==> src/sv/uclt_pkg.sv <==
package uclt_pkg;

  // counter sizing
  localparam int LENGTH_BITS = 16;
  localparam int CNT_W = LENGTH_BITS + 1;
  localparam int CMP_W = (CNT_W > 17) ? CNT_W : 17;
  localparam int LEN_W = 16;

  localparam logic [CNT_W-1:0] CNT_CAP = {1'b1, {LENGTH_BITS{1'b0}}};
  localparam logic [LEN_W-1:0] KEPT_MAX = 16'hFFFF;

  // utf-8 continuation byte test
  localparam logic [7:0] CONT_MASK = 8'hC0;
  localparam logic [7:0] CONT_MARK = 8'h80;

  // configuration register indexes
  localparam logic [1:0] CFG_KIND = 2'd0;
  localparam logic [1:0] CFG_MAX_LENGTH = 2'd1;
  localparam logic [1:0] CFG_STRICT = 2'd2;
  localparam logic [1:0] CFG_IGNORE = 2'd3;

  typedef enum logic [1:0] {
    KIND_NONE = 2'd0,
    KIND_CHAR = 2'd1,
    KIND_SAFE = 2'd2,
    KIND_BYTE = 2'd3
  } kind_t;

  typedef enum logic [1:0] {
    OUTCOME_OK = 2'd0,
    OUTCOME_WARN = 2'd1,
    OUTCOME_ERROR = 2'd2
  } outcome_t;

  typedef struct packed {
    kind_t kind;
    logic [LEN_W-1:0] max_length;
    logic strict_mode;
    logic ignore_errors;
  } cfg_t;

  typedef struct packed {
    logic [7:0] data_byte;
    logic last_byte;
    logic empty_string;
  } beat_t;

  typedef struct packed {
    logic [LEN_W-1:0] kept_length;
    logic truncated;
    outcome_t outcome;
  } result_t;

  // saturate a length to the 16-bit output range
  function automatic logic [LEN_W-1:0] clip_len(input logic [CMP_W-1:0] v);
    logic [LEN_W-1:0] r;
    if (v > CMP_W'(KEPT_MAX)) begin
      r = KEPT_MAX;
    end else begin
      r = v[LEN_W-1:0];
    end
    return r;
  endfunction

endpackage

==> src/sv/utf8_column_length_truncator_unit.sv <==
// channel  signals                                         dir
// -------  ----------------------------------------------  ---
// in       in_valid in_ready data_byte last_byte empty_string in
// out      out_valid out_ready kept_length truncated outcome  out
// cfg      cfg_valid cfg_ready cfg_index cfg_data            in
//
// one byte per cycle sustained; a byte is accepted every cycle while the
// result register is free or being drained
// a string-ending beat is registered in the input stage, then its result is loaded
// into the result register, held back while that register is full and not drained
// rst (synchronous) clears config, counters and both valid flags
// a stalled result only holds back a string-ending beat and the beats behind it
module utf8_column_length_truncator_unit (
  input  logic        clk,
  input  logic        rst,
  input  logic        in_valid,
  output logic        in_ready,
  input  logic [7:0]  data_byte,
  input  logic        last_byte,
  input  logic        empty_string,
  output logic        out_valid,
  input  logic        out_ready,
  output logic [15:0] kept_length,
  output logic        truncated,
  output logic [1:0]  outcome,
  input  logic        cfg_valid,
  output logic        cfg_ready,
  input  logic [1:0]  cfg_index,
  input  logic [15:0] cfg_data
);

  uclt_pkg::cfg_t cfg;
  uclt_pkg::beat_t in_beat, s_beat;
  uclt_pkg::result_t res, res_out;
  logic s_valid, advance, res_load, out_free;

  assign cfg_ready = 1'b1;

  // configuration registers
  always_ff @(posedge clk) begin
    if (rst) begin
      cfg.kind <= uclt_pkg::KIND_NONE;
      cfg.max_length <= '0;
      cfg.strict_mode <= 1'b0;
      cfg.ignore_errors <= 1'b0;
    end else if (cfg_valid) begin
      case (cfg_index)
        uclt_pkg::CFG_KIND: cfg.kind <= uclt_pkg::kind_t'(cfg_data[1:0]);
        uclt_pkg::CFG_MAX_LENGTH: cfg.max_length <= cfg_data;
        uclt_pkg::CFG_STRICT: cfg.strict_mode <= cfg_data[0];
        uclt_pkg::CFG_IGNORE: cfg.ignore_errors <= cfg_data[0];
        default: ;
      endcase
    end
  end

  assign in_beat.data_byte = data_byte;
  assign in_beat.last_byte = last_byte;
  assign in_beat.empty_string = empty_string;

  uclt_in_stage u_in (
    .clk      (clk),
    .rst      (rst),
    .in_valid (in_valid),
    .in_ready (in_ready),
    .in_beat  (in_beat),
    .advance  (advance),
    .s_valid  (s_valid),
    .s_beat   (s_beat)
  );

  uclt_tracker u_track (
    .clk      (clk),
    .rst      (rst),
    .cfg      (cfg),
    .s_valid  (s_valid),
    .s_beat   (s_beat),
    .out_free (out_free),
    .advance  (advance),
    .res_load (res_load),
    .res      (res)
  );

  uclt_out_stage u_out (
    .clk       (clk),
    .rst       (rst),
    .load      (res_load),
    .res_in    (res),
    .out_ready (out_ready),
    .out_free  (out_free),
    .out_valid (out_valid),
    .res_out   (res_out)
  );

  assign kept_length = res_out.kept_length;
  assign truncated = res_out.truncated;
  assign outcome = res_out.outcome;

  // outcome agrees with the truncation flag
  a_ok_when_kept: assert property (@(posedge clk) disable iff (rst)
    (out_valid && !truncated) |-> outcome == uclt_pkg::OUTCOME_OK)
    else $error("non-ok outcome without truncation");

  a_flag_when_bad: assert property (@(posedge clk) disable iff (rst)
    (out_valid && truncated) |-> outcome != uclt_pkg::OUTCOME_OK)
    else $error("truncation reported as ok");

  // a result is never overwritten while waiting
  a_no_overwrite: assert property (@(posedge clk) disable iff (rst)
    res_load |-> out_free)
    else $error("result register overwritten");

endmodule

==> src/sv/uclt_in_stage.sv <==
module uclt_in_stage (
  input  logic            clk,
  input  logic            rst,
  input  logic            in_valid,
  output logic            in_ready,
  input  uclt_pkg::beat_t in_beat,
  input  logic            advance,
  output logic            s_valid,
  output uclt_pkg::beat_t s_beat
);

  logic accept;

  // stage frees up when its beat moves on
  assign in_ready = !s_valid || advance;
  assign accept = in_valid && in_ready;

  always_ff @(posedge clk) begin
    if (rst) begin
      s_valid <= 1'b0;
    end else if (accept) begin
      s_valid <= 1'b1;
    end else if (advance) begin
      s_valid <= 1'b0;
    end
  end

  // payload capture
  always_ff @(posedge clk) begin
    if (accept) begin
      s_beat <= in_beat;
    end
  end

endmodule

==> src/sv/uclt_tracker.sv <==
module uclt_tracker (
  input  logic              clk,
  input  logic              rst,
  input  uclt_pkg::cfg_t    cfg,
  input  logic              s_valid,
  input  uclt_pkg::beat_t   s_beat,
  input  logic              out_free,
  output logic              advance,
  output logic              res_load,
  output uclt_pkg::result_t res
);

  logic [uclt_pkg::CNT_W-1:0] bytes_seen, bytes_seen_next;
  logic [uclt_pkg::CNT_W-1:0] leads_seen, leads_seen_next;
  logic [uclt_pkg::LEN_W-1:0] cut_position, cut_position_next;
  logic cut_found, cut_found_next;

  logic ends;
  logic lead;
  logic trunc;
  logic [uclt_pkg::CMP_W-1:0] pos_w, lim_w, bytes_w, kept_w;

  // a beat that ends a string needs room in the result register
  assign ends = s_beat.last_byte || s_beat.empty_string;
  assign advance = s_valid && (!ends || out_free);
  assign res_load = advance && ends;

  // per-byte counter update
  always_comb begin
    lead = (s_beat.data_byte & uclt_pkg::CONT_MASK) != uclt_pkg::CONT_MARK;
    pos_w = uclt_pkg::CMP_W'(bytes_seen);
    lim_w = uclt_pkg::CMP_W'(cfg.max_length);
    bytes_seen_next = bytes_seen;
    leads_seen_next = leads_seen;
    cut_position_next = cut_position;
    cut_found_next = cut_found;
    if (lead && cfg.kind == uclt_pkg::KIND_CHAR) begin
      if (!cut_found && uclt_pkg::CMP_W'(leads_seen) == lim_w) begin
        cut_found_next = 1'b1;
        cut_position_next = uclt_pkg::clip_len(pos_w);
      end
      if (leads_seen < uclt_pkg::CNT_CAP) begin
        leads_seen_next = leads_seen + 1'b1;
      end
    end else if (lead && cfg.kind == uclt_pkg::KIND_SAFE) begin
      if (pos_w <= lim_w) begin
        cut_position_next = uclt_pkg::clip_len(pos_w);
      end
    end
    if (bytes_seen < uclt_pkg::CNT_CAP) begin
      bytes_seen_next = bytes_seen + 1'b1;
    end
  end

  // end-of-string verdict from the updated counters
  always_comb begin
    bytes_w = uclt_pkg::CMP_W'(bytes_seen_next);
    case (cfg.kind)
      uclt_pkg::KIND_CHAR: begin
        trunc = cut_found_next;
        kept_w = trunc ? uclt_pkg::CMP_W'(cut_position_next) : bytes_w;
      end
      uclt_pkg::KIND_SAFE: begin
        trunc = bytes_w > lim_w;
        kept_w = trunc ? uclt_pkg::CMP_W'(cut_position_next) : bytes_w;
      end
      uclt_pkg::KIND_BYTE: begin
        trunc = bytes_w > lim_w;
        kept_w = trunc ? lim_w : bytes_w;
      end
      default: begin
        trunc = 1'b0;
        kept_w = bytes_w;
      end
    endcase
    if (s_beat.empty_string) begin
      res.kept_length = '0;
      res.truncated = 1'b0;
      res.outcome = uclt_pkg::OUTCOME_OK;
    end else begin
      res.kept_length = uclt_pkg::clip_len(kept_w);
      res.truncated = trunc;
      if (!trunc) begin
        res.outcome = uclt_pkg::OUTCOME_OK;
      end else if (cfg.strict_mode && !cfg.ignore_errors) begin
        res.outcome = uclt_pkg::OUTCOME_ERROR;
      end else begin
        res.outcome = uclt_pkg::OUTCOME_WARN;
      end
    end
  end

  // string state, cleared at every string end
  always_ff @(posedge clk) begin
    if (rst) begin
      bytes_seen <= '0;
      leads_seen <= '0;
      cut_position <= '0;
      cut_found <= 1'b0;
    end else if (advance) begin
      if (ends) begin
        bytes_seen <= '0;
        leads_seen <= '0;
        cut_position <= '0;
        cut_found <= 1'b0;
      end else begin
        bytes_seen <= bytes_seen_next;
        leads_seen <= leads_seen_next;
        cut_position <= cut_position_next;
        cut_found <= cut_found_next;
      end
    end
  end

  // counters never pass the cap
  a_bytes_cap: assert property (@(posedge clk) disable iff (rst)
    bytes_seen <= uclt_pkg::CNT_CAP)
    else $error("byte counter beyond cap");

  // every lead counted is also a byte counted
  a_leads_le_bytes: assert property (@(posedge clk) disable iff (rst)
    leads_seen <= bytes_seen)
    else $error("lead count exceeds byte count");

  // the cut mark is set only together with a counted lead
  a_cut_has_lead: assert property (@(posedge clk) disable iff (rst)
    cut_found |-> leads_seen != '0)
    else $error("cut found with no lead counted");

  // a string end leaves clean state behind
  a_clear_after_end: assert property (@(posedge clk) disable iff (rst)
    res_load |=> (bytes_seen == '0 && leads_seen == '0 && !cut_found))
    else $error("state not cleared after string end");

endmodule

==> src/sv/uclt_out_stage.sv <==
module uclt_out_stage (
  input  logic              clk,
  input  logic              rst,
  input  logic              load,
  input  uclt_pkg::result_t res_in,
  input  logic              out_ready,
  output logic              out_free,
  output logic              out_valid,
  output uclt_pkg::result_t res_out
);

  // register can take a new result when empty or being drained
  assign out_free = !out_valid || out_ready;

  always_ff @(posedge clk) begin
    if (rst) begin
      out_valid <= 1'b0;
    end else if (load) begin
      out_valid <= 1'b1;
    end else if (out_ready) begin
      out_valid <= 1'b0;
    end
  end

  always_ff @(posedge clk) begin
    if (load) begin
      res_out <= res_in;
    end
  end

endmodule
==> config.mk <==
export PLATFORM = sky130hd
export DESIGN_NAME = utf8_column_length_truncator_unit
export DESIGN_NICKNAME = d
export VERILOG_FILES = /design/src/sv/uclt_pkg.sv /design/src/sv/utf8_column_length_truncator_unit.sv /design/src/sv/uclt_in_stage.sv /design/src/sv/uclt_tracker.sv /design/src/sv/uclt_out_stage.sv
export SDC_FILE = /design/constraint.sdc
export NUM_CORES = 1
export LEC_CHECK = 0
export BUFFER_PORTS_ARGS = -buffer_cell sky130_fd_sc_hd__buf_2
export CORE_ASPECT_RATIO = 0.9
export CORE_MARGIN = 4
export CORE_UTILIZATION = 52
export DETAILED_ROUTE_END_ITERATION = 16
export PLACE_DENSITY = 0.71
export SLEW_MARGIN = 20
export SYNTH_ARGS = -nofsm -noshare
export SYNTH_HDL_FRONTEND = slang
export SYNTH_HIERARCHICAL = 1
export SYNTH_SLANG_ARGS = --single-unit
==> constraint.sdc <==
create_clock -name clk -period 11 [get_ports clk]
set_input_delay 1.1 -clock clk [delete_from_list [all_inputs] [get_ports clk]]
set_output_delay 1.1 -clock clk [all_outputs]
set_load 0.01 [all_outputs]
# Yosys cells after proc, flatten, opt, wreduce, memory -nomap -nowiden

Cells that the tools add are included.

Register bits after elaboration: 102
Latch bits: 0
Bits in writable memories: 0
Bits in read-only memories: 0
Input port bits: 33
Output and inout port bits: 22
Word-level logic and storage cells: 86
Memories kept: 0

$add $sub $neg: 2
Multiply operators: 0
Div/mod/pow operators: 0
Order comparisons: 6
Eq/ne operators: 8
Shift-type cells: 0
Muxes and demuxes: 25
Bitwise gates (word level): 1
Reduce and logical (&&, ||, !) cells: 28

Operators with widths:

| operator                | number |
|---|---|
| $mux W17                | 8 |
| $mux W16                | 7 |
| $pmux W17 S3            | 1 |
| $add A17 B1 Y17 const B | 2 |
| $gt A17 B16 Y1 const B  | 2 |
| $lt A17 B17 Y1 const B  | 2 |
| $eq A17 B16 Y1          | 1 |
| $gt A17 B16 Y1          | 1 |
| $le A17 B16 Y1          | 1 |
| $eq A2 B2 Y1 const B    | 4 |
| $reduce_and A2 Y1       | 4 |
| $reduce_bool A2 Y1      | 4 |
| $logic_and A1 B1 Y1     | 7 |
| $mux W1                 | 7 |
| $logic_not A1 Y1        | 5 |
| $eq A2 B1 Y1 const B    | 2 |
| $logic_or A1 B1 Y1      | 4 |
| $reduce_or A2 Y1        | 2 |
| $reduce_and A3 Y1       | 1 |
| $logic_not A2 Y1        | 1 |
| $mux W2                 | 1 |
| $ne A2 B2 Y1 const B    | 1 |
| $pmux W1 S2             | 1 |
| $not A1 Y1              | 1 |

# Logic depth before layout (Yosys ltp)

Depth in word-level cells: 9
Gate-level depth with buffers: 15
Gate-level depth less buffers: 14

# Cells and area by module

Netlist, hierarchy kept.

Modules (own cells, without submodules):

| module                            | times used | cells an instance | area an instance (sq um) | seq. area each (sq um) |
|---|---|---|---|---|
| uclt_tracker                      | 1          | 561               | 4319.1                   | 1021.0 |
| utf8_column_length_truncator_unit | 1          | 87                | 909.6                    | 400.4 |
| uclt_out_stage                    | 1          | 23                | 616.8                    | 590.6 |
| uclt_in_stage                     | 1          | 15                | 355.3                    | 320.3 |

# Least setup slack after synthesis

No wires, ideal clock.

Path type: register to register
From: reg u_track/bytes_seen[1] (netlist bit)
To: reg, netlist name u_out/res_out[11]
Setup time: 0.259 ns
Arrival: 3.348 ns
Required time: 10.741 ns
Setup slack: 7.393 ns
Cell stages (with the launch flop): 15
Path buffers: 0
Clock period less this slack: 3.607 ns
Cell sequence: dfxtp_1 ha_1 and2_1 nor3b_2 and3_1 nand3_1 xnor2_1 ha_1 nand4_1 nor3_1 a211o_1 o31a_1 o21a_1 a221o_1 o31a_1

Cells in the longest elaborated chain, start to end: 9
Elaborated cells on any way between the ends: 17
Those cells by class: add/sub: 1; order compare: 5; mux: 11

Ends and longest elaborated chain:

| item                                                    | RTL line            | source |
|---|---|---|
| from (decl)                                             | uclt_tracker.sv:13  | `logic [uclt_pkg::CNT_W-1:0] bytes_seen, bytes_seen_next;` |
| from (signal assigned)                                  | uclt_tracker.sv:107 | `bytes_seen <= bytes_seen_next;` |
| branches (longest 6 deep; another with $add A17 B1 Y17) | -                   |  |
| $pmux W17 S3 *                                          | uclt_tracker.sv:58  | `case (cfg.kind)` |
| $gt A17 B16 Y1                                          | uclt_pkg.sv:57      | `if (v > CMP_W'(KEPT_MAX)) begin` |
| $mux W16 *                                              | uclt_pkg.sv:57      |  |

Mark *: on every way between the ends.
A chain may end at the register's enable or synchronous reset.

# Worst setup path after layout

From: reg u_track/bytes_seen[1] (netlist bit)
To: reg, netlist name u_out/res_out[6]

Cells in the longest elaborated chain, start to end: 9
Elaborated cells on any way between the ends: 17
Those cells by class: add/sub: 1; order compare: 5; mux: 11

Ends and longest elaborated chain:

| item                                                    | RTL line |
|---|---|
| branches (longest 6 deep; another with $add A17 B1 Y17) | - |
| $pmux W17 S3 *                                          | uclt_tracker.sv:58 |
| $gt A17 B16 Y1                                          | uclt_pkg.sv:57 |
| $mux W16 *                                              | uclt_pkg.sv:57 |

Marked as above.

==> metrics.yaml <==
outcome:
  status: "finished clean"
setup_path:
  r2r_slack_ns: 6.23
  worstPathRequired_ns: 11.10
  crit-reg2reg-launch: "u_track/bytes_seen[1]"
  critPathLaunch: "u_track/bytes_seen[1]"
  arrival_ns: 4.87
  crit_path_max_fanout: 14
  reg2reg_to: "u_out/res_out[6]"
  start_kind: "flip-flop"
  timing.critical_path.to: "u_out/res_out[6]"
  end_kind: "flip-flop"
  crit_type: "reg2reg"
  reg2reg_depth: 14
die:
  num_rows: 37
  ios: 55
  dieArea_mm2: 0.0134
  die_x_um: 121
  die_h_um: 110
  core_mm2: 0.0114
  initial_utilization: 0.529
synth:
  syn_avg_cell_area_um2: 8.85
  netlist_area_mm2: 0.00602
  synthCells: 680
  yosys_warnings: 6
  synth_nets: 747
place:
  dpl.hpwl_mm: 12.3
  place_ws_ns: 6.37
  placedInstanceArea_mm2: 0.00625
  dp.cells: 845
  io_buffers: 47
  gp_congestion: 0.957
timing:
  fin_worst_skew_ns: 0.00562
  relSlewSlack: 0.361
  whs_ns: 0.456
  hold_violations: 0
  setup_ws_ns: 6.23
  fin_crit_sh: 0.434
  min_period_ns: 4.77
  drv_slew: 0
  rsz0062_at_grt: "no"
  setup_viol: 0
  setup_tns_ns: 0
  fmax_mhz: 210
  tightest_slew_ns: 0.958
detailed_routing:
  vias: 5238
  antenna_left: 0
  routedWlPerCell_um: 19.1
  drt_iter0_markers: 528
  avgViaCountPerCell: 6.08
  drt_pass1_iterations: 5
  drc: 0
  routed_wl_mm: 16.4
finish:
  diodes: 0
  finalNonFillerCells: 861
  fin_area_mm2: 0.00654
  area_delta_synth_final_pct: 8.56
  nFillCells: 1093
  drive_gt1_frac: 0.126
  layout.nets: 767
global_route:
  grt_pass1_wl_mm: 25.9
  antenna_found_initial: 0
  grt_overflow: 0
  grt_start_max_net_pins: 74
  grt_usage: 0.253
  grt_pass1_vias: 4966
clock_tree:
  cts_post_setup_buffers_inserted: 0
  clock_latency_ns: 0.36
  tritoncts: "yes"
  hold_buffers: 0
  cts-root-buf: "clkbuf_16"
  cts_max_level: 3
  clock_path_buffers: 2
  cts_buffers: 9
  clkTransAtPathRegs_ns: 0.06
  cts_resized: 0
  cts_sinks: 96
power_and_ir_drop:
  internal_power_w: 0.000553
  p_sw_frac: 0.266
  seqPwrFrac: 0.502
  p_comb_frac: 0.113
  pwr-share-clk: 0.385
  p_sw_w: 0.000200
  leakage_nw: 2.61
  power_density_mw_per_mm2: 115
  vdd_drop_max_mv: 0.122
run:
  max_cap_violations: 0
worst_hold_path:
  hold_path.class: "reg2reg"
[metrics by stage]
| stage | utilization | power (W) |
|---|---|---|
| 3_3_place_gp | 0.549 | 0.000466 |
| 6_report | 0.574 | 0.000753 |
| 3_5_place_dp | 0.549 | 0.000469 |
| 5_1_grt | 0.574 | 0.000785 |
| 2_1_floorplan | - | 0.000443 |
| 4_1_cts | 0.573 | 0.000758 |
[state kept, by name, indices dropped and copies added (netlist names)]
register and count:
cfg 20, u_in/s_beat 4, u_in/s_valid 1, u_out/out_valid 1, u_out/res_out 19, u_track/bytes_seen 17, u_track/cut_found 1, u_track/cut_position 16
u_track/leads_seen 17
[cell usage in the layout (no fill, tap or decap), types with 3 or more instances in the layout]
cell        n
a211o_1     3
a211oi_1   11
a21o_1      4
a21oi_1    48
a221o_1    10
a22oi_1    15
a31oi_1    10
and2_1      4
and3_1     12
buf_2      46
buf_4       3
clkbuf_16   9
dfxtp_1    73
edfxtp_1   23
ha_1       34
inv_1      26
mux2i_1    20
nand2_1    28
nand2b_1   38
nand3_1    19
nand4_1    10
nor2_1     79
nor2b_1     3
nor3_1     17
nor4_1      7
o211a_1     3
o211ai_1   26
o21ai_0    18
o21ai_1     4
o31a_1      4
xnor2_1    14
xor2_1     31
[layer usage]
layer,global-route usage,vias to the layer above,wire length (µm),part of all wire
met3,0.0622,30,1060,0.064
li1,-,2515,-,-
met4,0.0928,0,484,0.029
met1,0.330,2491,7300,0.44
met5,0,-,0,0
met2,0.408,202,7600,0.46
[cell type report]
cell class              count  area (µm²)  area share
well taps                 156         195      0.0299
multi-input cells         516        3560       0.544
inverters                  28         105      0.0161
clock inverters             6        43.8     0.00670
repair buffers             49         253      0.0387
clock buffers              10         229      0.0350
flip-flops and latches     96        2150       0.329
[how the worst min path moves through the flow]
stage / from / to / slack, ns / depth (start not counted)
3_5_place_dp: u_track/cut_position[13] / u_track/cut_position[13] / 0.45 / 2
2_1_floorplan: u_track/cut_position[10] / u_track/cut_position[10] / 0.43 / 2
5_1_grt: u_track/cut_position[7] / u_track/cut_position[7] / 0.48 / 2
6_report: u_track/cut_position[13] / u_track/cut_position[13] / 0.46 / 2
3_3_place_gp: u_track/cut_position[7] / u_track/cut_position[7] / 0.44 / 2
4_1_cts: u_track/cut_position[13] / u_track/cut_position[13] / 0.46 / 2
[power by group through the flow]
| stage | clock network (W) | registers, W | logic (W) |
|---|---|---|---|
| 3_5_place_dp | 0 | 0.000386 | 0.0000830 |
| 5_1_grt | 0.000313 | 0.000379 | 0.0000930 |
| 4_1_cts | 0.000297 | 0.000378 | 0.0000835 |
| 2_1_floorplan | 0 | 0.000384 | 0.0000592 |
| 6_report | 0.000290 | 0.000378 | 0.0000849 |
| 3_3_place_gp | 0 | 0.000386 | 0.0000808 |
[critical path, cell delays in order (launching register included)]
cell     delay, ns
dfxtp_1       0.44
ha_1          0.23
and2_1        0.19
nor3b_2       0.42
and3_1        0.24
xnor2_1       0.25
inv_1         0.14
ha_1          0.32
nand4_1       0.12
nor3_1        0.43
a211o_1       0.22
o31a_1        0.46
o21ai_1       0.29
and3_1        0.36
a221o_1       0.41
No activity file was read; power rests on OpenSTA's default activity.
